<file path="src/sv/tnlc_pkg.sv">
// ----------------------------------------------------------------------------
// tnlc_pkg
// Shared types and constants for the TTL name lookup cache.
// ----------------------------------------------------------------------------
package tnlc_pkg;

  localparam logic [31:0] FNV_BASIS = 32'd2166136261;
  localparam logic [31:0] FNV_PRIME = 32'd16777619;
  localparam logic [31:0] TTL_RESET = 32'd1000;
  localparam int          LEN_W     = 8;
  localparam int          Q_DEPTH   = 2;

  // bypass words, bit 5 forced high on every byte, first character in the top byte
  localparam logic [127:0] NEEDLE_A = 128'h73656c6563747f636861726163746572;
  localparam logic [111:0] NEEDLE_B = 112'h6d616b657f636861726163746572;

  localparam logic REG_LOOKUP_ENABLE = 1'b0;
  localparam logic REG_TTL_MS        = 1'b1;

  typedef enum logic {
    JOB_LOOKUP = 1'b0,
    JOB_FILL   = 1'b1
  } job_kind_t;

  typedef struct packed {
    job_kind_t         kind;
    logic              eligible;
    logic [31:0]       hash;
    logic [LEN_W-1:0]  len;
    logic [31:0]       now_ms;
    logic [31:0]       fill_handle;
  } job_t;

  typedef struct packed {
    logic              valid;
    logic [31:0]       hash;
    logic [31:0]       handle;
    logic [31:0]       stamp;
    logic [LEN_W-1:0]  len;
  } meta_t;

  typedef struct packed {
    logic idle;
    logic q_empty;
    logic q_full;
  } back_status_t;

endpackage

</file>
<file path="src/sv/tnlc_front.sv">
// ----------------------------------------------------------------------------
// tnlc_front
// Front end: hashes name bytes, tracks bypass words, buffers the key and
// queues lookup and fill jobs.
// ----------------------------------------------------------------------------
module tnlc_front
  import tnlc_pkg::*;
#(
  parameter int KEY_BYTES = 160
) (
  input  logic                 clk,
  input  logic                 rst,
  input  logic                 item_valid,
  output logic                 item_stall,
  input  logic                 cmd,
  input  logic [7:0]           name_byte,
  input  logic                 last_byte,
  input  logic [31:0]          now_ms,
  input  logic [31:0]          fill_handle,
  input  back_status_t         status,
  output logic                 q_push,
  output job_t                 q_job,
  output logic                 clear_pending,
  output logic                 nb_we,
  output logic [$clog2((KEY_BYTES+7)/8)-1:0] nb_waddr,
  output logic [63:0]          nb_wdata
);

  localparam int NB_WORDS = (KEY_BYTES + 7) / 8;
  localparam int NB_AW    = $clog2(NB_WORDS);
  localparam logic [LEN_W-1:0] LEN_MAX = LEN_W'(KEY_BYTES - 1);

  logic [31:0]      hash, hash_next;
  logic [LEN_W-1:0] len, len_next;
  logic             too_long, too_long_next;
  logic [127:0]     window, window_next;
  logic             bypass, bypass_next;
  logic [63:0]      acc, acc_next;
  logic             accept, absorb, eligible;
  logic [31:0]      mixed;

  assign item_stall = cmd ? status.q_full : !(status.idle && status.q_empty);
  assign accept     = item_valid && !item_stall;
  assign absorb     = accept && !cmd && (name_byte != 8'd0) && !too_long
                      && (len < LEN_MAX);
  assign mixed      = hash ^ {24'd0, name_byte};

  always_comb begin
    hash_next     = hash;
    len_next      = len;
    too_long_next = too_long;
    window_next   = window;
    bypass_next   = bypass;
    acc_next      = acc;
    if (accept && !cmd && name_byte != 8'd0 && !too_long) begin
      if (len >= LEN_MAX) begin
        too_long_next = 1'b1;
      end else begin
        hash_next   = mixed * FNV_PRIME;
        len_next    = len + 1'b1;
        window_next = {window[119:0], name_byte | 8'h20};
        acc_next[{len[2:0], 3'b000} +: 8] = name_byte;
        if (window_next == NEEDLE_A || window_next[111:0] == NEEDLE_B) begin
          bypass_next = 1'b1;
        end
      end
    end
  end

  assign eligible = !too_long_next && (len_next != '0) && (hash_next != '0) && !bypass_next;

  assign nb_we    = absorb;
  assign nb_waddr = NB_AW'(len >> 3);
  assign nb_wdata = acc_next;

  assign clear_pending = accept && !cmd;

  always_comb begin
    q_job.kind        = cmd ? JOB_FILL : JOB_LOOKUP;
    q_job.eligible    = eligible;
    q_job.hash        = hash_next;
    q_job.len         = len_next;
    q_job.now_ms      = now_ms;
    q_job.fill_handle = fill_handle;
    q_push            = accept && (cmd || last_byte);
  end

  always_ff @(posedge clk) begin
    acc <= acc_next;
  end

  always_ff @(posedge clk) begin
    if (rst) begin
      hash     <= FNV_BASIS;
      len      <= '0;
      too_long <= 1'b0;
      window   <= '0;
      bypass   <= 1'b0;
    end else if (accept && !cmd && last_byte) begin
      hash     <= FNV_BASIS;
      len      <= '0;
      too_long <= 1'b0;
      window   <= '0;
      bypass   <= 1'b0;
    end else begin
      hash     <= hash_next;
      len      <= len_next;
      too_long <= too_long_next;
      window   <= window_next;
      bypass   <= bypass_next;
    end
  end

endmodule

</file>
<file path="config.mk">
export PLATFORM = sky130hd
export DESIGN_NAME = tnlc_front
export DESIGN_NICKNAME = d
export VERILOG_FILES = /design/src/sv/tnlc_pkg.sv /design/src/sv/tnlc_front.sv
export SDC_FILE = /design/constraint.sdc
export NUM_CORES = 1
export LEC_CHECK = 0
export BUFFER_PORTS_ARGS = -buffer_cell sky130_fd_sc_hd__buf_4
export CORE_UTILIZATION = 62
export CTS_CLUSTER_SIZE = 25
export DETAILED_ROUTE_END_ITERATION = 10
export GPL_ROUTABILITY_DRIVEN = 0
export HOLD_SLACK_MARGIN = 0.05
export PLACE_DENSITY = 0.94
export SYNTH_ARGS = -nofsm -noshare
export SYNTH_HDL_FRONTEND = slang
export SYNTH_SLANG_ARGS = --single-unit
</file>
<file path="constraint.sdc">
create_clock -name clk -period 19.55 [get_ports clk]
set_input_delay 0.9775 -clock clk [delete_from_list [all_inputs] [get_ports clk]]
set_output_delay 0.9775 -clock clk [all_outputs]
set_load 0.005 [all_outputs]
</file>
; Word level (Yosys, flattened, before mapping)
; Cells that the tools add are included.
[classes]
mux = 14
magnitude_cmp = 2
add_sub_neg = 2
shift = 2
reduce_logical = 24
multipliers = 1
n_eq_ne = 2
n_bitwise = 2
[ops]
columns = op, count
row1 = 64-bit two-way mux, 2
row2 = "127-bit by 126-bit == test with 1-bit output, second input constant", 1
row3 = "111-bit by 110-bit == test with 1-bit output, second input constant", 1
row4 = 64-bit bitwise mux, 1
row5 = 32-bit two-way mux, 2
row6 = "8-bit by 8-bit variable shift with 64-bit output, first input constant", 1
row7 = 8-bit by 8-bit variable part select with 64-bit output, 1
row8 = "32-bit by 25-bit multiplier with 32-bit output, second input constant", 1
row9 = 32-bit nonzero test, 1
row10 = 32-bit by 8-bit XOR with 32-bit output, 1
row11 = 8-bit two-way mux, 2
row12 = 8-bit nonzero test, 2
row13 = 1-bit logical AND, 11
row14 = "8-bit by 1-bit adder with 8-bit output, second input constant", 1
row15 = "8-bit >= comparator, second input constant", 1
row16 = "8-bit < comparator, second input constant", 1
row17 = 6-bit negator with 8-bit output, 1
row18 = 1-bit two-way mux, 7
row19 = 1-bit zero test, 6
row20 = 1-bit logical OR, 2
row21 = 2-bit AND reduction, 1
row22 = 2-bit OR reduction, 1
row23 = 1-bit NOT, 1
[totals]
input_bits = 80
regBits = 226
output_inout_bits = 179
word_cells = 55

; Depth between registers and ports, before layout
[logic_depth]
depth_word = 13
ltp_mapped = 26
ltp_nobuf = 25

; Least setup slack after synthesis
; Ideal clock, no wire load.
[synth_timing]
path_type = in2out
from = in name_byte[6]
to = out q_job[104] in the netlist's numbering
cell_stages = 24
t_required_ps = 18572
setup_slack_ps = 11917
n_path_buf = 3
t_arrival_ps = 6656
path_cell_list = clkbuf_1 > xor2_1 > ha_1 > ha_1 > fa_1 > ha_1 > fa_1 > ha_1 > inv_1 > fa_1 > inv_1 > ha_1 > clkbuf_1 > nand4_1 > nor4_1 > a21oi_1 > a21bo_2 > mux2i_1 > o311a_1 > nand2_1 > or4_1 > nor4b_2 > a41oi_1 > buf_4
[synth_via]
elab_chain_cells = 8
word_cells_on_any_way = 22
cone_classes = mul: 1 / eq/ne: 2 / mux: 7 / bitwise: 1 / reduce/logical: 11
[synth_rtl]
columns = element, line
row1 = start: declaration, tnlc_front.sv:16  ; input logic [7:0] name_byte,
row2 = branches (longest 7 deep; another with 32-bit by 25-bit multiplier with 32-bit output), -
row3 = 1-bit logical AND *, tnlc_front.sv:70  ; assign eligible = !too_long_next && (len_next != '0) && (hash_next != '0) && !bypass_next;
row4 = end: declaration, tnlc_front.sv:22  ; output job_t q_job,
; Mark *: on every way between the ends.

==> impl_results.md <==
- Most frequent CP cell: ha_1
- Tmin final: 8.70 ns
- Vias in the first global route: ~13000
- CP Buf/Inv Count: 4
- Resized Gates After CTS: 0
- Pins Over Slew Limit: 0
- Crit-path max FO: 9
- Die Wd: 157 um
- Port Buffers: 130
- Mapped Cells: around 1800
- Crit Path Category: in2out
- DP HPWL: approximately 30000 um
- Area growth, synth to finish: 10.0%
- # H-tree levels: 1
- Starting DRT DRC Count: between 1500 and 2000
- Largest net degree at the start of global routing: 89
- Syn_area_per_cell: 8.47 um2
- Clock root cell: clkbuf_16
- YS warnings: 0
- Final TNS setup: 0 ns
- DRC Markers: 0
- Top-area cell type share of the netlist area: between 30% and 40%
- CORE AREA: 23500 um2
- Synth cell count leaders: 383 x nand2_1, 226 x dfxtp_1, 190 x ha_1
- Worst slew margin: ~33%
- DRT Wirelength: 42600 um
- Register bit total from synthesis: around 230
- First-pass GRT wire length: 66500 um
- Slew @ Worst Pin: 0.996 ns
- # nets final: 2115
- Sequential area share after synthesis: between 30% and 40%
- Async set-reset flop share out of synthesis: 0%
- Worst-path clk slew: 0.07 ns
- CTS Buf Count: 24
- Post-route ant nets: 0
- Initial Util: 63.3%
- Post-synth EDFFs: 0
- Most common cell in the netlist: nand2_1
- Vias per Instance: between 6 and 7
- Mapped Nets: 2099
- CP Capture Type: output pin
- GRT Total Usage: 34.6%
- Fill cells: 1550
- Hold WC Path Type: reg2reg
- # IOs: about 260
- Clock Latency Late Sink: ~0.54 ns
- GR met1 Demand/Resource: 40.5%
- Die H: 157 um
- Critical Path RT: 18.57 ns
- Mapped Area: 14900 um2
- Vias post-DR: 13000
- CTS tree: done
- Final period util: 44.5%
- Number of cell rows: 56
- Initial antenna violation count: 1
- Share of layout cells above drive strength 1: between 10% and 20%
- GR Util met3: 8.28%
- Final Hold Viols: 0
- Most used routing layer: met2
- Startpoint Class: input pin
- Initial DRT Pass Iterations: 5
- Slowest stage delay, CP: 0.54 ns
- GRT overflow: 0
- Status: completed
- Crit path DAT: 7.72 ns
- Top post-synthesis cells by area: dfxtp_1 30%, ha_1 16%, fa_1 10%
- Yosys top cell by area: dfxtp_1
- Synth unique cells: 71
- CTS Sinks: 226
- Delay-heaviest family, CP: adder cells
- Die area: around 25000 um2
- Clock Path Buffers: 3
- # Max-Cap Violations: 0
- Crit-path slowest cell: xor2_1
- Max Freq: between 100 and 150 MHz
- Clk_skew: 0.0246 ns
- Post-CTS Hold Buffers: 0
- Met2 Track Usage GR: 55.5%
- Critical path, cell by cell: buf_4, xor2_1, ha_1, ha_1, fa_1, ha_1, fa_1, ha_1, inv_1, fa_1, inv_1, ha_1, nand4_1, or2_1, a211oi_1, nor3_1, xnor2_1, mux2i_1, nand2_1, or4_1, nor4b_2, a41oi_1, buf_4
- Routed len/inst: 20.2 um
- Post-CTS setup buffer count: 0
- Final setup violation count: 0
- RSZ-0062 raised after global routing: false
- Primary FF master, synth: dfxtp_1
## worst min-delay path, cell delays in order (launching register included)
cell	delay (ns)
dfxtp_1	0.31
nand2_1	0.05
a21oi_1	0.05
## path summary, 6_finish.rpt
path | from | endpoint | slack [ns] | cells after the start
worst min register to register | window[118] | window[118] | 0.46 | 2
worst max register to register | hash[6] | hash[24] | 13.30 | 20
worst min-delay path | window[118] | window[118] | 0.46 | 2
worst max-delay path | name_byte[6] | q_job[104] | 10.85 | 23
## placed cells by master, fill, tap and decap left out, drive strengths merged, types with 6 or more instances in the layout
cell type    n
a211oi       7
a21o        10
a21oi      152
and2        17
buf        134
clkbuf      30
clkinv       6
dfxtp      226
fa          74
ha         190
inv        190
mux2        21
mux2i        7
nand2      384
nand2b       9
nand3       17
nand4       18
nand4b      10
nor2        41
nor3        19
nor3b        6
nor4        10
nor4b        6
o21ai       73
or3          7
xnor2       32
xor2        24
## registers in the layout, indices dropped and copies added, names as in the netlist
register / cells
acc: 64
bypass: 1
len: 8
too_long: 1
hash: 32
window: 120
## per-stage QoR
stage / util [%] / setup slack [ns] / hold slack [ns] / instance area [um2] / cells
CTS: 69.6 / 11.07 / 0.457 / 16300 / 2108
floorplan: - / 11.92 / 0.431 / 14900 / 1755
global route: 69.6 / 10.77 / 0.486 / 16300 / 2108
global placement: 65.8 / 11.31 / 0.442 / 15500 / 2064
finish: 69.7 / 10.85 / 0.461 / 16400 / 2109
detailed placement: 65.8 / 11.17 / 0.448 / 15500 / 2064
## cells by family after synthesis
| group | count (synthesis) | share of synthesized area (%) |
|---|---|---|
| simple gates | 568 | 17.2 |
| buf+inv | 331 | 10.3 |
| compound gates | 282 | 10.7 |
| fa+ha+maj | 264 | 26.0 |
| flops | 226 | 30.4 |
| xor+xnor | 56 | 3.30 |
| mux | 28 | 2.09 |
## cell type report
cell class                      count  area (um2)  area share, %
Antenna cell                        1        2.50         0.0153
Clock buffer                       30         674           4.12
Clock inverter                     14         219           1.34
Inverter                          187         704           4.31
Multi-Input combinational cell   1198        8820           53.9
Sequential cell                   226        4520           27.7
Tap cell                          319         399           2.44
Timing Repair Buffer              134        1010           6.15
## per-layer routing
metal	vias to the layer above	wire [um]	share of wire, %
met5	-	0	0
met4	0	3340	7.8
met3	318	4480	11
met2	868	19300	45
met1	6038	15500	36
li1	5757	-	-
Power is left out: the tool's default activity adds up to more than one toggle a clock period on the data nets, which glitch-free logic cannot reach.
