File: config.mk
export PLATFORM = sky130hd
export DESIGN_NAME = tnlc_queue
export DESIGN_NICKNAME = d
export VERILOG_FILES = /design/src/sv/tnlc_pkg.sv /design/src/sv/tnlc_queue.sv
export SDC_FILE = /design/constraint.sdc
export NUM_CORES = 1
export LEC_CHECK = 0
export ABC_AREA = 1
export BUFFER_PORTS_ARGS = -buffer_cell sky130_fd_sc_hd__buf_2
export CORE_MARGIN = 5
export CORE_UTILIZATION = 42
export DETAILED_ROUTE_END_ITERATION = 7
export PLACE_DENSITY_LB_ADDON = 0.15
export SYNTH_ARGS = -nofsm -noshare
export SYNTH_HDL_FRONTEND = slang
export SYNTH_SLANG_ARGS = --single-unit
File: constraint.sdc
create_clock -name clk -period 7.9 [get_ports clk]
set_input_delay 0.79 -clock clk [delete_from_list [all_inputs] [get_ports clk]]
set_output_delay 0.79 -clock clk [all_outputs]
set_load 0.01 [all_outputs]
File: src/sv/tnlc_pkg.sv
// ----------------------------------------------------------------------------
// tnlc_pkg
// Shared types and constants for the TTL name lookup cache.
// ----------------------------------------------------------------------------
package tnlc_pkg;

  localparam logic [31:0] FNV_BASIS = 32'd2166136261;
  localparam logic [31:0] FNV_PRIME = 32'd16777619;
  localparam logic [31:0] TTL_RESET = 32'd1000;
  localparam int          LEN_W     = 8;
  localparam int          Q_DEPTH   = 2;

  // bypass words, bit 5 forced high on every byte, first character in the top byte
  localparam logic [127:0] NEEDLE_A = 128'h73656c6563747f636861726163746572;
  localparam logic [111:0] NEEDLE_B = 112'h6d616b657f636861726163746572;

  localparam logic REG_LOOKUP_ENABLE = 1'b0;
  localparam logic REG_TTL_MS        = 1'b1;

  typedef enum logic {
    JOB_LOOKUP = 1'b0,
    JOB_FILL   = 1'b1
  } job_kind_t;

  typedef struct packed {
    job_kind_t         kind;
    logic              eligible;
    logic [31:0]       hash;
    logic [LEN_W-1:0]  len;
    logic [31:0]       now_ms;
    logic [31:0]       fill_handle;
  } job_t;

  typedef struct packed {
    logic              valid;
    logic [31:0]       hash;
    logic [31:0]       handle;
    logic [31:0]       stamp;
    logic [LEN_W-1:0]  len;
  } meta_t;

  typedef struct packed {
    logic idle;
    logic q_empty;
    logic q_full;
  } back_status_t;

endpackage

File: src/sv/tnlc_queue.sv
// ----------------------------------------------------------------------------
// tnlc_queue
// Short job queue between the front end and the back end.
// ----------------------------------------------------------------------------
module tnlc_queue
  import tnlc_pkg::*;
(
  input  logic clk,
  input  logic rst,
  input  logic push,
  input  job_t din,
  input  logic pop,
  output job_t dout,
  output logic nonempty,
  output logic full
);

  localparam int PW = $clog2(Q_DEPTH);

  job_t         slots [Q_DEPTH];
  logic [PW-1:0] rd_ptr;
  logic [PW-1:0] wr_ptr;
  logic [PW:0]   count;

  assign dout     = slots[rd_ptr];
  assign nonempty = (count != '0);
  assign full     = (count == (PW+1)'(Q_DEPTH));

  always_ff @(posedge clk) begin
    if (push) begin
      slots[wr_ptr] <= din;
    end
  end

  always_ff @(posedge clk) begin
    if (rst) begin
      rd_ptr <= '0;
      wr_ptr <= '0;
      count  <= '0;
    end else begin
      if (push) begin
        wr_ptr <= (wr_ptr == PW'(Q_DEPTH-1)) ? '0 : wr_ptr + 1'b1;
      end
      if (pop) begin
        rd_ptr <= (rd_ptr == PW'(Q_DEPTH-1)) ? '0 : rd_ptr + 1'b1;
      end
      count <= count + (PW+1)'(push) - (PW+1)'(pop);
    end
  end

endmodule

Word level (Yosys, flattened, before mapping) --
Memory sizes are Yosys's and may differ from the RTL's. A register that Yosys moved wholly into a read port is not among the register bits. Cells that the tools add are included.
Storage, ports and cells: flip-flop bits (word level) 4, bits in latches 0, RAM bits 212, bits in read-only memories 0, input port bits 110, memories kept 1
Memory list:
- slots | words 2, width 106, rd ports 1, clocked after memory_dff 1, wr ports 1, RTL line tnlc_queue.sv:20 | job_t slots [Q_DEPTH];
Operators by class: add/sub/neg operators 4, multiply operators 0, divide/modulo/power cells 0, $lt $le $gt $ge 0, equal/unequal tests 1, shift-type cells 0, mux-type cells 6, bitwise gates (word level) 0, reductions and logical operators 1
Operators by type and width (count):
- two-way mux 1 bit | 6
- adder 1 bit, second input constant | 2
- adder 2 x 1 -> 2 bit | 1
- == test 2 bit, second input constant | 1
- nonzero test 2 bit | 1
- subtractor 2 x 1 -> 2 bit | 1

Depth between registers and ports, before layout --
Gate-level depths: netlist of run 1.
depth in word-level cells 4, gate-level depth with buffers 9

Least setup slack after synthesis of run 1 --
No wires, ideal clock.
path type input port to flip-flop, start in push, end mem slots[0][0] (netlist bit), enable pin, library setup time 575 ps, data arrival time 5266 ps, required time 7325 ps, slack 2059 ps, cell stages on the path 2, cell sequence inv_1 -> nor2_1
On the way: cells in the longest elaborated chain, start to end 2
Ends and longest elaborated chain:
- from (decl) | RTL line tnlc_queue.sv:10 | input logic push,
- two-way mux 1 bit | RTL line tnlc_queue.sv:30 | if (push) begin
- two-way mux 1 bit (not written as such) | RTL line tnlc_queue.sv:31 | slots[wr_ptr] <= din;
- to (decl) | RTL line tnlc_queue.sv:20
No other way between the ends.

==> results of run 1 <==
[worst min-delay path by stage]
stage / start / endpoint / slack (ns) / cells after the start
after global routing: din[78] / slots[1][78]$_DFFE_PP_ / 0.46 / 1
after CTS: din[103] / slots[0][103]$_DFFE_PP_ / 0.46 / 1
final: din[0] / slots[1][0]$_DFFE_PP_ / 0.49 / 1
after global placement: rd_ptr$_SDFFE_PP0P_ / rd_ptr$_SDFFE_PP0P_ / 0.49 / 2
after detailed placement: rd_ptr$_SDFFE_PP0P_ / flip-flop / 0.50 / 2
after floorplan: rd_ptr$_SDFFE_PP0P_ / flip-flop / 0.48 / 2
[cells by family after synthesis]
group	after synthesis	synth area share
fa+ha+maj	2	0.003115
xor+xnor	1	0.001091
buf+inv	20	0.01589
mux	106	0.1673
flops	217	0.8051
compound gates	1	0.0006226
simple gates	14	0.006854
[worst max-delay path: stages, from the launching register on]
cell     delay [ns]
dfxtp_4        0.77
buf_4          0.86
mux2_2         0.41
buf_2          0.14
[sequential cells by signal (all words and copies together) (netlist names), named ones only]
name,cells
slots,212
count,2
rd_ptr,1
wr_ptr,1
[area by class of cell]
type	count	area, um^2	area share
timing repair buffer	221	1116	0.1110
sequential	217	6470	0.6434
clock buffer	32	609.3	0.06059
inverter	8	32.53	0.003235
tap	234	292.8	0.02912
clock inverter	9	90.09	0.008959
multi-input combinational	124	1445	0.1437
[layer usage]
metal	share of wire	vias up
met5	0	-
met4	0.022	0
met3	0.097	25
met2	0.46	168
met1	0.42	1991
li1	-	1897
[power by group through the flow]
stage	Clock, mW	Combinational (mW)	Sequential, mW
floorplan	0	0.168	1.37
CTS	1.03	0.272	1.36
global placement	0	0.266	1.38
detailed placement	0	0.271	1.38
finish	0.997	0.266	1.36
global route	1.09	0.290	1.36
[through the flow]
stage | cells | setup WS (ns) | cell area [um^2]
2_1_floorplan | 361 | 2.059 | 8031
3_3_place_gp | 804 | 4.851 | 9356
3_5_place_dp | 804 | 4.825 | 9356
4_1_cts | 845 | 4.291 | 10060
5_1_grt | 845 | 4.211 | 10060
6_report | 845 | 4.380 | 10060
[cells in the final DEF, fill, tap and decap left out]
master and instances:
buf_2 217, edfxtp_1 212, mux2_2 66, mux2_4 40
clkbuf_16 23, clkbuf_1 9, inv_1 7, nor2_1 6
nand2_1 5, clkinv_1 4, dfxtp_1 4, buf_4 4
clkinv_2 3, ha_1 2, bufinv_16 2, inv_4 1
nor2_4 1, xnor2_1 1, nor3_1 1, a21oi_1 1
nand3_1 1, dfxtp_4 1
==> results_dict.tcl, run 1 <==
set metrics [dict create \
    fillers 1548 \
    use_met1 0.1790 \
    cp-start-kind "flip-flop" \
    core_um2 18770 \
    internal_power_mw 2.068 \
    cts_root_buf "clkbuf_16" \
    grt.total_usage 0.1355 \
    via_count 4081 \
    p_switching_uw 553.4 \
    nets 707 \
    path_class "reg2out" \
    synth-seq-area-share 0.8051 \
    start_util 0.4279 \
    syn-instance-count 361 \
    p_seq_frac 0.518 \
    arrival_ns 2.73 \
    r2r-end "slots[1][74]$_DFFE_PP_" \
    max_slew_margin 0.3497 \
    synth_common_cells "edfxtp_1 (212), mux2_2 (66), mux2_4 (40)" \
    grt_pass1_vias 4388 \
    yosysMostFrequentCell "edfxtp_1" \
    port-buffer-count 217 \
    holdWs_ns 0.4884 \
    place.gp.congestion 0.7235 \
    critPathRequiredTime_ns 7.11 \
    endpoint "dout[94]" \
    post_cts_buffers 0 \
    endpoint_kind "output port" \
    synthArstFlopShare 0 \
    hold_viol 0 \
    final_layout_size_suffix_gt1_frac 0.5859 \
    ys_top_cells_by_area "edfxtp_1 (79%), mux2_2 (9.3%), mux2_4 (7.5%), dfxtp_1 (1.2%), buf_6 (0.84%)" \
    first_iter_violations 218 \
    rsz0062_at_grt "false" \
    io_pins 218 \
    synth_area_um2 8031 \
    global_route.usage.met2 0.2140 \
    ys_seq_elements 217 \
    clock_power_share 0.380 \
    antenna_found_initial 0 \
    clock_path_buffers 3 \
    overflow 0 \
    place_hpwl_um 10370 \
    synth_edf_count 212 \
    ys_types 14 \
    grt_pass1_wl_um 23640 \
    yosys.area.top_type "edfxtp_1" \
    die_w_um 148.3 \
    synth.net_count 473 \
    drt_wl_total_um 15330 \
    tightestPinTransition_ns 0.9754 \
    clk_pin_slew_ns 0.05 \
    avgRoutedWirePerCell_um 18.14 \
    numCtsBuffers 23 \
    cts_hold_buf 0 \
    insertion_delay_ns 0.49 \
    synth_warnings 0 \
    cts_resized 0 \
    synth_top_area_frac 0.7926 \
    p_sw_frac 0.2111 \
    clock_sinks 217 \
    grtUsageMet3 0.04875 \
    dieArea_um2 21990 \
    total_power_mw 2.621 \
    power_frac_comb 0.102 \
    finalCriticalPeriod_ns 3.520 \
    route.detailed.drc 0 \
    clock_skew_ns 0.006885 \
    status "completed" \
    powerDensity_nw_per_um2 260.7 \
    reg2regPathDepth 3 \
    ir_drop_mv 0.2210 \
    rows 50 \
    tns_ns 0 \
    power.leakage_nw 3.881 \
    setup_viol 0 \
    rrSetupSlack_ns 5.76 \
    reg2reg_from "wr_ptr$_SDFFE_PP0P_" \
    chipHeight_um 148.3 \
    synthFlopType "edfxtp_1" \
    drt_first_pass_iters 5 \
    antenna_cells 0 \
    drtAntennaViolNets 0 \
    ctsHtreeMaxLevel 1 \
    grt_busiest_layer "met2" \
    fmax_ghz 0.2841 \
    drv_cap 0 \
    slew_viol_final 0 \
    postSynthAreaPerCell_um2 22.25 \
    via_per_inst 4.830 \
    utilization 0.5358 \
    grt_max_degree 61 \
    hp-class "in2reg" \
    finalCritPeriodShare 0.4455 \
    critical_path.max_fanout 60 \
    areaGrowthSynthToFinish_pct 25.21 \
    tritoncts "yes" \
]
Power figures use the tool's default switching activity.
==> run 2: changes to the inputs <==
==> constraint.sdc (replaced) <==
create_clock -name clk -period 2.9 [get_ports clk]
set_input_delay 0.29 -clock clk [delete_from_list [all_inputs] [get_ports clk]]
set_output_delay 0.29 -clock clk [all_outputs]
set_load 0.01 [all_outputs]
==> run 2 against run 1 <==
  * Clock power rose to 2.7 times the previous value
  * Count of clock-buffer cells in the layout fell by 1
  * Register-to-register slack got worse by 4.4 ns
  * Sequential share of layout area fell by 6.4 points
  * Highest routed layer is now met5
  * Critical endpoint is now dout[95]
  * Global-route usage rose by 0.98 points
  * Via count rose by 9.5%
  * Die area did not move
  * Utilization rose by 6.0 points
==> results_dict.tcl, run 2 (synthesized netlist as in run 1, its figures left out) <==
set metrics [dict create \
    place_hpwl_um 10230 \
    insertion_delay_ns 0.49 \
    drt_wl_total_um 16240 \
    seqCellArea_um2 6470 \
    rrSetupSlack_ns 1.33 \
    cp_slowest_cell "dfxtp_4" \
    clock_path_buffers 3 \
    regMostFlops "slots" \
    core_um2 18770 \
    final_layout_size_suffix_gt1_frac 0.5014 \
    chipHeight_um 148.3 \
    drv_cap 0 \
    cts_root_buf "clkbuf_16" \
    slowest_delay_ns 0.44 \
    via_count 4469 \
    die_w_um 148.3 \
    setup_ws_ns 0.6787 \
    layout_common_cells "buf_2 (217), edfxtp_1 (212), dlygate4sd3_1 (107)" \
    route.detailed.drc 0 \
    grt_max_degree 64 \
    setup_viol 0 \
    via_per_inst 4.680 \
    total_power_mw 7.270 \
    utilization 0.5953 \
    arrival_ns 1.93 \
    finalCriticalPeriod_ns 2.221 \
    worst-path-buf-inv 2 \
    overflow 0 \
    nets 817 \
    grt_pass1_vias 5044 \
    drtAntennaViolNets 0 \
    io_pins 218 \
    cp-start-kind "flip-flop" \
    antenna_found_initial 2 \
    critical_path.max_fanout 63 \
    largest_reg_flops 212 \
    endpoint_kind "output port" \
    hp-class "in2reg" \
    ir_drop_mv 0.6089 \
    dp_slack_ns 1.172 \
    tightestPinTransition_ns 0.7068 \
    grt.total_usage 0.1453 \
    rows 50 \
    slew_viol_final 0 \
    rsz0062_at_grt "false" \
    clock_sinks 217 \
    path_class "reg2out" \
    fillers 1395 \
    crit_family "buffers and inverters" \
    avgRoutedWirePerCell_um 17.01 \
    powerDensity_nw_per_um2 650.7 \
    status "completed" \
    fmax_ghz 0.4502 \
    tritoncts "yes" \
    place.gp.congestion 0.7815 \
    clk_pin_slew_ns 0.05 \
    power.leakage_nw 4.349 \
    critPathRequiredTime_ns 2.61 \
    reg.largest.list "slots (212), count (2)" \
    clock_skew_ns 0.005587 \
    max_slew_margin 0.5288 \
    start_util 0.4279 \
    areaGrowthSynthToFinish_pct 39.12 \
    numCtsBuffers 23 \
    drt_first_pass_iters 4 \
    ctsHtreeMaxLevel 1 \
    final_common_cell "buf_2" \
    grt_pass1_wl_um 25560 \
    finalCritPeriodShare 0.7660 \
    multi_input_area_um2 1445 \
    dieArea_um2 21990 \
    hold_viol 0 \
    port-buffer-count 217 \
    path_cells "buf_12 -> mux2_2 -> buf_2" \
    first_iter_violations 159 \
]
==> run 2: cell types whose count changed in the layout (fill, tap and decap cells not counted), sizes merged <==
cell and delta:
buf +3, diode +1, clkbuf -1, dlygate4sd3 +107
==> run 2: worst paths after layout <==
path,start,end,cells past startpoint
setup / recovery,flip-flop,dout[95],3
hold reg to reg,rd_ptr$_SDFFE_PP0P_,flip-flop,2
setup reg to reg,wr_ptr$_SDFFE_PP0P_,slots[1][82]$_DFFE_PP_,3
hold / removal,pop,flip-flop,3
==> run 2: layout make-up <==
type                       count  share of cell area
clock buffer                  31             0.05420
sequential                   217              0.5791
timing repair buffer         331              0.2000
clock inverter                 9            0.008063
tap                          234             0.02620
inverter                       8            0.002912
multi-input combinational    124              0.1293
antenna                        1           0.0002240
==> run 2: routing by layer <==
| layer | up-vias | track usage | share of wire |
|---|---|---|---|
| met5 | - | 0 | 0.00043 |
| met4 | 2 | 0.03695 | 0.024 |
| met3 | 31 | 0.04753 | 0.078 |
| met2 | 170 | 0.2528 | 0.48 |
| met1 | 2158 | 0.1757 | 0.42 |
| li1 | 2108 | - | - |
==> run 2: power by group <==
| group | switching [mW] | internal, mW |
|---|---|---|
| clock network | 1.09 | 1.63 |
| logic | 0.407 | 0.462 |
| registers | 0.0465 | 3.63 |
==> run 2: metrics by stage <==
stage | cells | TNS, ns | hold slack [ns] | area, um^2
detailed placement | 807 | 0 | 0.4815 | 9404
global route | 955 | 0 | 0.09912 | 11170
CTS | 954 | 0 | 0.07857 | 11170
finish | 955 | 0 | 0.09653 | 11170
global placement | 807 | 0 | 0.4780 | 9404
floorplan | 361 | -6.986 | 0.3612 | 8039
==> run 2: worst register-to-register path, delay by kind of cell, from the launching register on <==
kind | cells | cell delay (ns)
AND/OR/NAND/NOR | 1 | 0.11
buffers and inverters | 2 | 0.71
flip-flops | 1 | 0.39
==> run 2: repair_timing <==
item,4_1_cts,5_1_grt
buffers inserted,0,0
resized for setup,0,0
hold buffers,107,0
endpoints found under the hold margin,213,0
