--- src/sv/tnlc_ram.sv ---
// ----------------------------------------------------------------------------
// tnlc_ram
// Generic simple dual-port RAM, one write port, one registered read port.
// ----------------------------------------------------------------------------
module tnlc_ram #(
  parameter int WIDTH = 8,
  parameter int DEPTH = 16
) (
  input  logic                     clk,
  input  logic                     we,
  input  logic [$clog2(DEPTH)-1:0] waddr,
  input  logic [WIDTH-1:0]         wdata,
  input  logic [$clog2(DEPTH)-1:0] raddr,
  output logic [WIDTH-1:0]         rdata
);

  logic [WIDTH-1:0] mem [DEPTH];

  always_ff @(posedge clk) begin
    if (we) begin
      mem[waddr] <= wdata;
    end
    rdata <= mem[raddr];
  end

endmodule

--- config.mk ---
export PLATFORM = sky130hd
export DESIGN_NAME = tnlc_ram
export DESIGN_NICKNAME = d
export VERILOG_FILES = /design/src/sv/tnlc_ram.sv
export SDC_FILE = /design/constraint.sdc
export NUM_CORES = 1
export LEC_CHECK = 0
export ABC_AREA = 1
export CORE_ASPECT_RATIO = 1.4
export CORE_UTILIZATION = 40
export DETAILED_ROUTE_END_ITERATION = 7
export DONT_BUFFER_PORTS = 1
export PLACE_DENSITY = 0.54
export SLEW_MARGIN = 20
export SYNTH_ARGS = -nofsm -noshare
export SYNTH_HDL_FRONTEND = slang
export SYNTH_SLANG_ARGS = --single-unit
--- constraint.sdc ---
create_clock -name clk -period 1.3 [get_ports clk]
set_input_delay 0.26 -clock clk [delete_from_list [all_inputs] [get_ports clk]]
set_output_delay 0.26 -clock clk [all_outputs]
set_load 0.02 [all_outputs]
Word-level counts from Yosys, hierarchy flattened --
Memories as Yosys holds them, arrays and structs flattened. A register that Yosys moved wholly into a read port is not among the register bits. Cells that the tools add are included.
Cells by class: mux-type cells 2
Operators with widths (number):
- $mux W1 | 2
Word-level totals: register bits 0, bits in writable memories 128, input port bits 18, output and inout port bits 8, word-level logic and storage cells 3, memories 1
Memory list:
- mem | words 16, bits a word 8, read ports 1, clocked after Yosys merged registers in 1, write ports 1, RTL line 17 | logic [WIDTH-1:0] mem [DEPTH];

Logic depth before layout (Yosys ltp) --
Gate-level depths: netlist of the first run.
depth after elaboration 2, mapped depth 8

Least setup slack after synthesis of the first run --
No wires, ideal clock.
kind input to register, from input port waddr[3], to memory mem[4][0], enable pin, library setup time 0.370 ns, data arrival time 0.841 ns, data required time 0.930 ns, slack 0.089 ns, stages on the path 2, buffers on the path 0, cell sequence nand3b_1 nor2_1
RTL lines:
- start: declaration | RTL line 11 | input logic [$clog2(DEPTH)-1:0] waddr,
- end: declaration | RTL line 17
No word-level cell before the write port.

Worst setup path after layout of the first run --
from input port wdata[3], to memory mem[14][3] (data pin)
RTL lines:
- start: declaration | RTL line 12 | input logic [WIDTH-1:0] wdata,
No word-level cell before the write port.

==> results.cfg, run 1 <==
[outcome]
outcome = finished, final reports clean

[floorplanning]
start_util_pct = 41.3
die-area_um2 = 14900
core-area_um2 = 14000
rows = 51
dieWidth_um = 103
die_y_um = 144
io_pins = 26

[routing]
ant_nets = 0
drc = 0
vias = 3729
wl_um = 13200
firstDrtPassIters = 4
wl_per_cell_um = 17.0
initialDrtViolationCount = 230
viasPerCell = 4.79

[sta]
period_needed_ns = 1.26
skew_ns = 0.00590
fin_setup_tns_ns = 0
period_share_pct = 96.8
rsz0062_at_grt = no
slew_headroom_pct = 43.9
setup_violations = 0
finalHoldViolCount = 0
tightestPinTransition_ns = 0.838
clock.fmax_mhz = 794
final-max-slew-violation-count = 0

[worst_setup_path]
worstSetupEndpointType = flip-flop
rr_startpoint = mem[7][2]$_DFFE_PP_
startpoint_type = input port
crit_arrival_ns = 1.35
cp_num_buf_inv = 1
max_stage_delay_ns = 1.08
criticalPathCategory = input port to flip-flop
cp_slowest_cell = dlygate4sd3_1
crit_chain = dlygate4sd3_1
crit_path_start = wdata[3]
critPathRequiredTime_ns = 1.39
cp_max_fo = 16
crit_family = buffers and inverters

[synth]
synthDistinctLibCells = 12
avgSynthCellArea_um2 = 10.5
synth_top_area_share_pct = 66.7
synth_area_leaders = edfxtp_1, nand2_1, nand3_1
ys_warn_count = 0
ys_seq_elements = 136
synth_area_um2 = 5770
syn_inst = 551
yosysSeqAreaShare_pct = 69.4
synth_nets = 569
yosys.area.top_type = edfxtp_1

[clocking]
clk_path_buf_depth = 2
cts_root_buffer = clkbuf_16
hold_buffers = 9
cts_max_level = 4
clk_pin_slew_ns = 0.06
cts_tree = done
postCtsSetupBuffers = 0
clkLatencyLatePin_ns = 0.41
cts_resized = 0
cts_inserted_buffers = 17
cts_sinks = 136

[placement]
placed_cell_area_um2 = 6070
gp_congestion = 0.814
hpwlAfterDp_um = 8360
numPortBuffers = 0

[global_routing]
grt_max_degree = 66
grt_usage_pct = 20.2
use_met1_pct = 23.8
gr-usage-met2_pct = 34.8
antenna_found_initial = 0
grt_pass1_wl_um = 21000
gr-total-overflow = 0
busiest_layer = met2
grt_util_met3_pct = 4.49
first_global_vias = 3888

[finish]
drive_above_1_share_pct = 9.61
n_fill_cell = 1284
nNetsFinal = 598
fin_area_um2 = 6760
area_delta_synth_final_pct = 17.2
regArea_um2 = 4000
antennaDiodeCount = 0
multi_input_area_um2 = 1210

[hold_path]
worstHoldStart = raddr[3]
hold_path_class = input port to flip-flop

[pwr]
ir_worst_vdd_mv = 0.760
p_leak_nw = 2.88
p_per_area_nw_per_um2 = 1530

[job]
cap_violations = 0
state kept, by name, summed over array words and instances, names as in the netlist:
name and cells:
mem 128, rdata 8
power by group:
group	total, mW	switching (mW)	leakage (nW)	internal [mW]
clock	4.86	1.84	0.278	3.02
sequential	4.97	0.0674	1.22	4.90
combinational	0.519	0.343	1.38	0.176
total	10.4	2.25	2.88	8.10
logic make-up (layout without fill, tap and decap cells):
logic type	count (synthesis)	count (layout)	share of synthesized area [%]
buf+inv	126	168	9.52
simple gates	289	289	21.0
flops	136	136	69.4
cell type report:
class                      instances  share of cell area (%)
clock buffer                      17                    6.29
tap                              185                    3.42
inverter                         102                    5.66
clock inverter                    15                    2.59
timing repair buffer              34                    4.85
sequential                       136                    59.2
multi-input combinational        289                    18.0
worst paths after layout:
path                                        endpoint  slack [ns]  cells after the start
worst min register to register      rdata[6]$_DFF_P_        0.68                      6
worst max-delay path            mem[14][3]$_DFFE_PP_        0.04                      1
worst max register to register      rdata[2]$_DFF_P_        0.24                      6
worst min-delay path                rdata[0]$_DFF_P_        0.03                      2
synth_stat cells, drive strengths merged:
cell type,count
inv,102
nand3,97
nand3b,2
nand2,173
nor2,17
edfxtp,128
buf,24
dfxtp,8
placed cells by master, fill, tap and decap left out, drive strengths merged:
cell type    count
clkinv           3
dfxtp            8
edfxtp         128
dlygate4sd3      9
bufinv           3
nor2            17
inv            106
clkbuf          17
nand3           97
buf             25
nand2          173
clkinvlp         5
nand3b           2
stage by stage:
step           setup slack, ns  instances  total power, mW  hold slack (ns)  utilization (%)
4_1_cts                 0.0405        778             10.5           0.0172             48.4
3_3_place_gp             0.110        737             5.48            0.360             43.4
6_report                0.0413        778             10.4           0.0327             48.4
2_1_floorplan           0.0892        551             5.40            0.359                -
3_5_place_dp            0.0792        737             5.49            0.360             43.4
5_1_grt                0.00145        778             10.7           0.0188             48.4
routing by layer:
layer	wire length [µm]	share of wire (%)
met1	5480	41
met2	6960	53
met3	487	3.7
met5	0	0
met4	310	2.3
No activity file was read; power rests on OpenSTA's default activity.
==> run 2: changes to the inputs <==
- ABC_AREA: 1 -> default
==> run 2 against run 1 <==
Synthesized cell count down 58%. Highest routed layer unchanged. Maximum frequency down 0.66%. Via count shrank 38%. Area after synthesis fell by 11%. Sequential share of layout area grew 5.2 points. Clock skew is 0.00072 ns higher. Utilization is 1.6 points higher. Combinational power shrank 29%.
==> results.cfg, run 2 <==
[clocking]
cts_root_buffer = clkbuf_16
clk_path_buf_depth = 2
cts_inserted_buffers = 17
cts_max_level = 4
cts_sinks = 136
cts_tree = done
clk_pin_slew_ns = 0.06
clkLatencyLatePin_ns = 0.41

[worst_setup_path]
cp_slowest_cell = mux4_2
worstSetupEndpointType = flip-flop
rr_startpoint = mem[0][3]$_DFFE_PP_
crit_path_start = mem[0][3]$_DFFE_PP_
crit_arrival_ns = 1.57
crit_path_end = rdata[3]$_DFF_P_
crit_chain = mux4_2 > a22oi_2 > nand2_1
max_stage_delay_ns = 0.48
r2r-end = rdata[3]$_DFF_P_
r2r_slack_ns = 0.03
cp_max_fo = 1
startpoint_type = flip-flop
critPathRequiredTime_ns = 1.60
reg2reg_depth = 3
criticalPathCategory = flip-flop to flip-flop

[hold_path]
hold_path_class = input port to flip-flop

[finish]
nNetsFinal = 287
top_regs = mem x128, rdata x8
final_cell_mix = edfxtp_1, mux4_2, buf_4
largest_register = mem
drive_above_1_share_pct = 36.2
n_fill_cell = 1012
stdcell_count = 432
layout_commonest_cell = edfxtp_1
area_delta_synth_final_pct = 20.7
largest_register_ffs = 128
fin_area_um2 = 6210
antennaDiodeCount = 0

[sta]
setup_violations = 0
finalHoldViolCount = 0
rsz0062_at_grt = yes
skew_ns = 0.00662
holdWs_ns = 0.174
clock.fmax_mhz = 789
final.setup.worst_slack_ns = 0.0329
period_share_pct = 97.5
tightestPinTransition_ns = 0.865
final-max-slew-violation-count = 0
slew_headroom_pct = 42.1
period_needed_ns = 1.27

[floorplanning]
core-area_um2 = 12400
rows = 48
die_y_um = 136
io_pins = 26
start_util_pct = 41.4
die-area_um2 = 13300
dieWidth_um = 97.9

[routing]
ant_nets = 0
viasPerCell = 5.34
initialDrtViolationCount = 178
vias = 2308
wl_per_cell_um = 23.1
drc = 0
firstDrtPassIters = 6
wl_um = 9990

[synth]
synth.most_common_cell = edfxtp_1
ys.flop_type = edfxtp_1
yosys.area.top_type = edfxtp_1
synth-edff-count = 128
ys_warn_count = 0
async_flop_share_pct = 0
synthDistinctLibCells = 19
synth_area_um2 = 5150
yosys-top-cells-count = edfxtp_1, mux4_2, a22oi_1
synth_area_leaders = edfxtp_1, mux4_2, mux4_1
synth_top_area_share_pct = 74.7
syn_inst = 229
avgSynthCellArea_um2 = 22.5
ys_seq_elements = 136
synth_nets = 247
yosysSeqAreaShare_pct = 77.8

[outcome]
outcome = finished, final reports clean

[global_routing]
grt_pass1_wl_um = 15000
gr-total-overflow = 0
first_global_vias = 2450
grt_max_degree = 33
grt_usage_pct = 16.7
antenna_found_initial = 0

[pwr]
p_total_mw = 10.8
ir_worst_vdd_mv = 0.727
p_per_area_nw_per_um2 = 1740
p_leak_nw = 2.04

[placement]
gp_congestion = 0.750
pre_cts_slack_ns = -0.0451
hpwlAfterDp_um = 6310
dp_cells = 392
placed_cell_area_um2 = 5420
numPortBuffers = 0

[job]
cap_violations = 0
run 2: layout make-up:
| cell class | instances | area [µm²] | area share (%) |
|---|---|---|---|
| clock buffers | 20 | 467 | 7.51 |
| clock inverters | 12 | 219 | 3.52 |
| repair buffers | 31 | 253 | 4.07 |
| well taps | 150 | 188 | 3.02 |
| multi-input cells | 83 | 1080 | 17.5 |
| flip-flops and latches | 136 | 4000 | 64.4 |
run 2: worst min-delay path by stage:
stage | cells after the start | start | slack [ns] | end
after floorplan | 0 | wdata[0] | 0.36 | mem[0][0]$_DFFE_PP_
after global placement | 0 | wdata[5] | 0.36 | mem[2][5]$_DFFE_PP_
after detailed placement | 0 | wdata[0] | 0.36 | mem[5][0]$_DFFE_PP_
after CTS | 3 | raddr[1] | 0.14 | rdata[0]$_DFF_P_
after global routing | 2 | waddr[1] | 0.16 | mem[0][4]$_DFFE_PP_
final | 2 | waddr[1] | 0.17 | mem[0][3]$_DFFE_PP_
run 2: report_power, final:
group | total [mW] | switching, mW | internal, mW
Combinational | 0.370 | 0.187 | 0.183
Sequential | 4.98 | 0.0708 | 4.91
Clock | 5.47 | 1.73 | 3.75
run 2: stage by stage:
stage / util, % / TNS, ns
floorplan: - / -0.690
global placement: 43.6 / -0.332
detailed placement: 43.6 / -0.371
CTS: 49.9 / 0
global route: 50.0 / -0.0383
finish: 50.0 / 0
run 2: layer usage:
layer,GRT usage [%],up-vias,part of all wire [%]
met5,0,-,0
met4,8.59,0,1.1
met3,4.16,6,3.4
met2,27.6,42,53
met1,20.3,1222,42
li1,-,1038,-
run 2: cells by family (layout without fill, tap and decap cells):
logic type / count (synthesis) / after routing / synth area share [%]
AOI/OAI and AO/OA: 16 / 16 / 2.33
DFF: 136 / 136 / 77.8
and+or+nand+nor: 35 / 35 / 3.18
muxes: 32 / 32 / 15.0
buffers and inverters: 10 / 63 / 1.68
run 2: repair_timing:
item / 4_1_cts / 5_1_grt
gates resized for setup: 4 / 6
hold buffers: 8 / 0
hold endpoints to repair: 128 / 0
endpoints found under the setup margin: 4 / 8
setup buffers: 0 / 0
pin swaps: 0 / 2
run 2: critical path: cells and delay by family, from the launching register on:
| kind | cells | cell delay (ns) |
|---|---|---|
| simple gates | 1 | 0.08 |
| mux | 1 | 0.48 |
| compound gates | 1 | 0.24 |
| flops | 1 | 0.36 |
==> run 3: changes to the inputs <==
- CORE_UTILIZATION: 40 -> 25
- CTS_BUF_LIST: default -> sky130_fd_sc_hd__clkbuf_16
- PLACE_DENSITY: 0.54 -> 0.38
==> run 3 against run 2 <==
Die area up 59%. Clock skew increased by 0.00085 ns. Highest routed layer unchanged. The flow now finishes with violations (setup timing). Global-route usage shrank 4.5 points.
==> results.cfg, run 3 (synthesized netlist as in run 2, its figures left out) <==
[finish]
multi_input_area_um2 = 1080
final_cell_mix = edfxtp_1, mux4_2, buf_4
n_fill_cell = 1949
top_regs = mem x128, rdata x8
stdcell_count = 537
antennaDiodeCount = 0
layout_commonest_cell = edfxtp_1
fin_area_um2 = 6320
fin_util_pct = 31.6
regArea_um2 = 4000
area_delta_synth_final_pct = 22.9
largest_register = mem
nNetsFinal = 290
largest_register_ffs = 128
drive_above_1_share_pct = 36.1

[placement]
dp_cells = 497
numPortBuffers = 0
placed_cell_area_um2 = 5600
gp_congestion = 0.693
hpwlAfterDp_um = 7700
pre_cts_slack_ns = -0.119

[job]
cap_violations = 0

[pwr]
p_leak_nw = 2.03
p_total_mw = 10.3
p_per_area_nw_per_um2 = 1630
ir_worst_vdd_mv = 0.860

[routing]
ant_nets = 0
drc = 0
wl_per_cell_um = 21.8
viasPerCell = 4.36
wl_um = 11700
vias = 2341
initialDrtViolationCount = 182
firstDrtPassIters = 4

[sta]
final.setup.worst_slack_ns = -0.00568
final-max-slew-violation-count = 0
rsz0062_at_grt = yes
slew_headroom_pct = 30.0
finalHoldViolCount = 0
clock.fmax_mhz = 766
skew_ns = 0.00747
tightestPinTransition_ns = 1.05
setup_violations = 1
period_share_pct = 100
period_needed_ns = 1.31

[floorplanning]
die_y_um = 172
io_pins = 26
start_util_pct = 25.7
rows = 61
dieWidth_um = 123
die-area_um2 = 21200
core-area_um2 = 20000

[worst_setup_path]
r2r_slack_ns = -0.006
critPathRequiredTime_ns = 1.59
cp_max_fo = 1
worstSetupEndpointType = flip-flop
crit_arrival_ns = 1.60
criticalPathCategory = flip-flop to flip-flop
startpoint_type = flip-flop

[global_routing]
gr-total-overflow = 0
grt_max_degree = 33
grt_pass1_wl_um = 17100
antenna_found_initial = 1
grt_usage_pct = 12.1
first_global_vias = 2591

[clocking]
cts_tree = done
cts_root_buffer = clkbuf_16
clk_path_buf_depth = 2
cts_inserted_buffers = 17
cts_sinks = 136
clk_pin_slew_ns = 0.06
cts_max_level = 4
clkLatencyLatePin_ns = 0.41

[outcome]
outcome = finished with violations
violations = setup timing

[hold_path]
hold_path_class = input port to flip-flop
[run 3: changes by cell type in the layout (fill, tap and decap cells not counted), moves of 2 or more]
cell	previous run	this run
inv_1	0	2
bufinv_16	6	4
clkinv_4	0	2
buf_12	0	3
clkbuf_8	3	0
[run 3: area by class of cell]
cell class / count / share of cell area [%]
Sequential cell: 136 / 63.3
Timing Repair Buffer: 34 / 4.95
Clock inverter: 15 / 2.95
Multi-Input combinational cell: 83 / 17.1
Tap cell: 252 / 4.99
Clock buffer: 17 / 6.73
[run 3: metal layers]
metal / up-vias / share of wire (%) / GRT usage, %
li1: 1043 / - / -
met1: 1248 / 42 / 14.3
met2: 39 / 53 / 20.8
met3: 11 / 3.2 / 3.12
met4: 0 / 1.4 / 5.03
met5: - / 0 / 0
[run 3: path summary, 6_finish.rpt]
path	cells after the start	to	startpoint
worst max-delay path	3	rdata[1]$_DFF_P_	mem[10][1]$_DFFE_PP_
worst min register to register	3	rdata[5]$_DFF_P_	mem[2][5]$_DFFE_PP_
worst max register to register	3	rdata[1]$_DFF_P_	mem[10][1]$_DFFE_PP_
worst min-delay path	3	rdata[1]$_DFF_P_	raddr[1]
[run 3: critical path, cell delays in order (launching register included)]
cell and delay (ns):
edfxtp_1 0.37, mux4_2 0.48, a22oi_2 0.26, nand2_1 0.08
[run 3: through the flow]
step	hold WS (ns)	TNS [ns]
finish	0.171	-0.00568
global route	0.163	-0.133
CTS	0.156	0
detailed placement	0.360	-1.22
global placement	0.360	-1.04
floorplan	0.359	-0.690
[run 3: repair_timing]
action                                  in CTS  in global routing
buffers inserted                             0                  0
gates resized for setup                     10                  1
endpoints found under the hold margin      128                  0
hold buffers                                 8                  0
endpoints found under the setup margin       7                  5
cloned                                       0                  0
pin swaps                                    1                  4
[run 3: where the power goes]
group          leakage [nW]  internal (mW)  switching [mW]
combinational         0.506          0.189           0.204
sequential             1.22           4.90          0.0746
clock                 0.299           3.18            1.77
